$ cat src/rtl/core/frf_pkg.sv
// Shared constants and types of the fixed-point ring FIR filter.
package frf_pkg;

    localparam int TAPS_DEFAULT = 101;
    localparam int DATA_W       = 32;
    localparam int TAP_INDEX_W  = 7;
    localparam int FRAC_W       = 5;
    localparam int ACC_W        = 64;

    localparam logic [FRAC_W-1:0] FRAC_RESET = 5'd15;

    // Item modes
    localparam logic MODE_SAMPLE = 1'b0;
    localparam logic MODE_COEF   = 1'b1;

    typedef struct packed {
        logic start;   // clear the accumulator for a new sample
        logic valid;   // operand pair present this cycle
        logic last;    // operand pair belongs to the last tap
    } mac_ctrl_t;

    typedef struct packed {
        logic              done;    // accumulator holds the final sum
        logic [DATA_W-1:0] result;  // shifted and truncated sum
    } mac_stat_t;

endpackage

$ cat src/rtl/core/frf_mac.sv
// Registered signed multiply, 64-bit wrapping accumulate and output shift.
module frf_mac (
    input  logic                          clk,
    input  logic                          rst_n,
    input  frf_pkg::mac_ctrl_t            ctrl,
    input  logic [frf_pkg::DATA_W-1:0]    sample,
    input  logic [frf_pkg::DATA_W-1:0]    coef,
    input  logic [frf_pkg::FRAC_W-1:0]    frac_bits,
    output frf_pkg::mac_stat_t            stat
);
    import frf_pkg::*;

    logic signed [ACC_W-1:0] prod_reg;
    logic signed [ACC_W-1:0] prod_next;
    logic signed [ACC_W-1:0] acc_reg;
    logic signed [ACC_W-1:0] shifted;
    logic                    prod_vld_reg;
    logic                    prod_last_reg;
    logic                    done_reg;

    assign prod_next = $signed(sample) * $signed(coef);

    always_ff @(posedge clk or negedge rst_n)
    begin
        if (!rst_n)
        begin
            prod_vld_reg  <= 1'b0;
            prod_last_reg <= 1'b0;
            done_reg      <= 1'b0;
        end
        else
        begin
            prod_vld_reg  <= ctrl.valid;
            prod_last_reg <= ctrl.valid && ctrl.last;
            done_reg      <= prod_vld_reg && prod_last_reg;
        end
    end

    always_ff @(posedge clk)
    begin
        prod_reg <= prod_next;
        if (ctrl.start)
        begin
            acc_reg <= '0;
        end
        else if (prod_vld_reg)
        begin
            // wraps modulo 2^64
            acc_reg <= acc_reg + prod_reg;
        end
    end

    assign shifted     = acc_reg >>> frac_bits;
    assign stat.done   = done_reg;
    assign stat.result = shifted[DATA_W-1:0];

endmodule

$ cat config.mk
export PLATFORM = sky130hd
export DESIGN_NAME = frf_mac
export DESIGN_NICKNAME = d
export VERILOG_FILES = /design/src/rtl/core/frf_pkg.sv /design/src/rtl/core/frf_mac.sv
export SDC_FILE = /design/constraint.sdc
export NUM_CORES = 2
export LEC_CHECK = 0
export BUFFER_PORTS_ARGS = -buffer_cell sky130_fd_sc_hd__buf_2
export CAP_MARGIN = 20
export CORE_ASPECT_RATIO = 2
export CORE_MARGIN = 2
export CORE_UTILIZATION = 45
export DETAILED_ROUTE_END_ITERATION = 8
export PLACE_DENSITY = 0.58
export RECOVER_POWER = 25
export SETUP_SLACK_MARGIN = 0.5
export SLEW_MARGIN = 15
export SYNTH_ARGS = -nofsm -noshare
export SYNTH_HDL_FRONTEND = slang
export SYNTH_SLANG_ARGS = --single-unit
$ cat constraint.sdc
create_clock -name clk -period 9.45 [get_ports clk]
set_input_delay 0.945 -clock clk [delete_from_list [all_inputs] [get_ports clk]]
set_output_delay 0.945 -clock clk [all_outputs]
set_load 0.02 [all_outputs]
## Word level (Yosys, flattened, before mapping)

Cells that the tools add are included.

- Memories: 0
- ROM bits: 0
- Bits in latches: 0
- Word-level logic and storage cells: 10
- Output and inout port bits: 33
- Bits in writable memories: 0
- Bits in registers: 131
- Input port bits: 74

- Reductions and logical operators: 2
- Order comparisons: 0
- Shift operators: 1
- Bitwise logic cells: 0
- $mul: 1
- Equal/unequal tests: 0
- Div/mod/pow operators: 0
- Mux-type cells: 0
- Add/sub/neg operators: 1

Operators by type and width:

| operator | number |
|---|---|
| 64-bit adder | 1 |
| 32-bit by 32-bit multiplier with 64-bit output | 1 |
| 64-bit by 5-bit >>> shifter with 32-bit output | 1 |
| 1-bit logical AND | 2 |

## Depth between registers and ports, before layout

- Word-level depth: 1
- Mapped depth: 30
- Depth with buffers taken out: 29

## Worst setup path after synthesis

Ideal clock, no wire load.

- Path kind: input to register
- From: input port coef[2] (netlist name)
- To: register prod_reg[62]
- Stages: 27
- Slack: 0.890 ns
- Setup time: 0.072 ns
- Arrival: 8.488 ns
- Buffers on the path: 1
- Cells stage by stage: clkbuf_1 -> nand2_1 -> inv_1 -> fa_1 -> inv_1 -> fa_1 -> inv_1 -> fa_1 -> inv_1 -> fa_1 -> inv_1 -> fa_1 -> fa_1 -> fa_1 -> fa_1 -> ha_1 -> a21o_1 -> a21o_1 -> a21oi_1 -> nor2b_1 -> nand3_1 -> nor3_1 -> nor4_1 -> o31ai_1 -> o21ai_0 -> a21oi_1 -> xnor2_1

- Cells in the longest elaborated chain, start to end: 1

RTL lines:

| what | line | RTL |
|---|---|---|
| start, declared | frf_mac.sv:7 | `input logic [frf_pkg::DATA_W-1:0] coef,` |
| 32-bit by 32-bit multiplier with 64-bit output | frf_mac.sv:21 | `assign prod_next = $signed(sample) * $signed(coef);` |
| net prod_next[62] | frf_mac.sv:14 | `logic signed [ACC_W-1:0] prod_next;` |
| end signal, assigned | frf_mac.sv:41 | `prod_reg <= prod_next;` |
| end, declared | frf_mac.sv:13 | `logic signed [ACC_W-1:0] prod_reg;` |

The timed path passes the listed nets, and every way through them passes these cells.
A chain may end at the register's enable or synchronous reset.

## Worst setup path in the final report

- From: input port sample[0] (netlist name)
- To: register prod_reg[62]

- Cells in the longest elaborated chain, start to end: 1

RTL lines:

| what | line | RTL |
|---|---|---|
| start, declared | frf_mac.sv:6 | `input logic [frf_pkg::DATA_W-1:0] sample,` |
| 32-bit by 32-bit multiplier with 64-bit output | frf_mac.sv:21 |  |
| net prod_next[62] | frf_mac.sv:14 |  |

The timed path passes the listed nets, and every way through them passes these cells.

==> results.json <==
{
  "outcome": "complete, but fails checks",
  "violations": "max-capacitance violations, max-slew violations",
  "hold_viol": 0,
  "layout.area.seq_sq_mm": 0.00260,
  "cpMostUsedCell": "fa_1",
  "final_common_cell": "fa_1",
  "insertion_delay_ns": 0.44,
  "synth.top_cell.area_share_pct": 47.1,
  "fin_crit_sh_pct": 92.4,
  "crit_slowest_cell": "clkbuf_1",
  "slowest_delay_ns": 0.90,
  "cp.buffers_inverters": 7,
  "htreeDepth": 4,
  "fp.dieW_um": 229,
  "drive_gt1_share_pct": 5.87,
  "path_max_fanout": 23,
  "routed_wl_um": 148000,
  "via_per_inst": 5.49,
  "layout.nets": 6320,
  "synth_nets": 6395,
  "fmax_mhz": 115,
  "cts_post_setup_buffers_inserted": 0,
  "yosysSeqAreaShare_pct": 5.69,
  "io_buffers": 106,
  "tightest_slew_ns": 3.37,
  "clock_sinks": 129,
  "post-route-min-period_ns": 8.73,
  "netlist_instances": 5003,
  "area_growth_pct": 5.20,
  "syn_area_sq_mm": 0.0457,
  "clk_pin_slew_ns": 0.06,
  "io_pins": 107,
  "max-slew-margin-rel_pct": -125,
  "drtPass1Iterations": 8,
  "synth_top_area_cell": "fa_1",
  "yosys_most_used_dff": "dfxtp_1",
  "vias": 34500,
  "grtUsageTotal_pct": 29.7,
  "min_path_type": "in2async",
  "drtIter0Drc": 1626,
  "yosys_warnings": 0,
  "synthTopCellsByArea": "fa_1 (47%), inv_1 (8.0%), and2_1 (6.8%), ha_1 (6.7%), nand2_1 (5.5%)",
  "worstPathRequired_ns": 9.81,
  "cp.arrival_ns": 9.09,
  "place_inst": 6245,
  "postRouteAntennaNets": 0,
  "grt_max_degree": 72,
  "root_buffer": "clkbuf_16",
  "finClkSkew_ns": 0.0116,
  "grt_pass1_vias": 39000,
  "placementRows": 165,
  "antenna_found_initial": 9,
  "place_area_sq_mm": 0.0474,
  "place_ws_ns": 0.120,
  "slew_viol_final": 49,
  "worst_slack_ns": 0.722,
  "critPathTopFamily": "adder cells",
  "initial_core_util_pct": 45.2,
  "place_hpwl_um": 124000,
  "grt_pass1_wl_um": 229000,
  "synth.distinct_cells": 79,
  "finalSetupViolations": 0,
  "drcViolationCount": 0,
  "overflow": 0,
  "design_area_sq_mm": 0.0480,
  "die_h_um": 454,
  "core_sq_mm": 0.101,
  "post_drt_wl_per_cell_um": 23.6,
  "cts_tree": "done",
  "cts_buffer_depth": 2,
  "syn_avg_cell_area_sq_um": 9.13,
  "nFillCells": 9913,
  "tns_ns": 0,
  "maxCapViolations": 1,
  "critical_path_class": "in2reg",
  "ys_ff_latch": 129,
  "end_kind": "flip-flop",
  "cts_made_buffers": 17,
  "fin_cells": 6282,
  "async_reset_ff_share_pct": 2.33,
  "multi_input_area_sq_mm": 0.0383,
  "final_cell_mix": "fa_1 (1073), inv_1 (977), nand2_1 (674), and2_1 (493), ha_1 (244)",
  "rsz0062_at_grt": "false",
  "gp_congestion": 0.928,
  "cp-start-kind": "input port",
  "dieArea_sq_mm": 0.104,
  "synth-edff-count": 0
}
==> per-layer routing <==
metal	track usage [%]	up-vias	part of all wire, %
met3	3.04	519	3.9
met5	0	-	0.020
li1	-	15000	-
met2	57.5	1063	55
met4	25.5	4	11
met1	27.3	17900	30
==> worst paths after layout <==
path / start / endpoint / slack [ns] / cells after the start
max in group asynchronous: rst_n / prod_vld_reg$_DFF_PN0_ / 8.99 / 1
hold reg to reg: prod_last_reg$_DFF_PN0_ / done_reg$_DFF_PN0_ / 0.45 / 1
setup / recovery: sample[0] / prod_reg[62]$_DFF_P_ / 0.72 / 28
setup reg to reg: acc_reg[0]$_SDFFE_PP0P_ / acc_reg[56]$_SDFFE_PP0P_ / 5.37 / 14
min in group clk: prod_last_reg$_DFF_PN0_ / done_reg$_DFF_PN0_ / 0.45 / 1
hold / removal: rst_n / done_reg$_DFF_PN0_ / 0.30 / 1
==> layout make-up <==
class,count,share of cell area [%]
Inverter,978,7.64
Clock inverter,14,0.273
Timing Repair Buffer,184,2.45
Antenna cell,5,0.0260
Tap cell,1336,3.48
Clock buffer,18,0.914
Multi-Input combinational cell,3618,79.8
Sequential cell,129,5.41
==> what timing repair did <==
action	CTS	global route
setup endpoints to repair	0	7
hold buffers	0	0
gates resized for setup	0	27
==> cell families after synthesis <==
family,share of synthesized area (%)
and+or+nand+nor,16.0
adders and majority gates,53.8
buffers and inverters,10.4
AOI/OAI and AO/OA,7.51
muxes,4.20
xor gates and xnor gates,2.51
DFF,5.69
==> per-stage QoR <==
stage	hold WS, ns	util [%]
floorplan	0.434	-
global placement	0.439	47.0
detailed placement	0.442	47.0
CTS	0.269	47.5
global route	0.300	47.6
finish	0.302	47.6
==> synthesized netlist by cell type, drive strengths merged, types with 13 or more instances <==
master and n:
a211oi 23, a21o 83, a21oi 148, a31oi 21, and2 496, and3 13
buf 22, clkbuf 256, dfxtp 126, fa 1074, ha 244, inv 978
mux2 16, mux2i 97, mux4 34, nand2 674, nand2b 22, nand3 20
nand4 24, nor2 149, nor2b 46, nor3 25, o211ai 23, o21a 13
o21ai 113, o21bai 19, xnor2 90, xor2 41
Power is left out: the tool's default activity adds up to more than one toggle a clock period on the data nets, which glitch-free logic cannot reach.
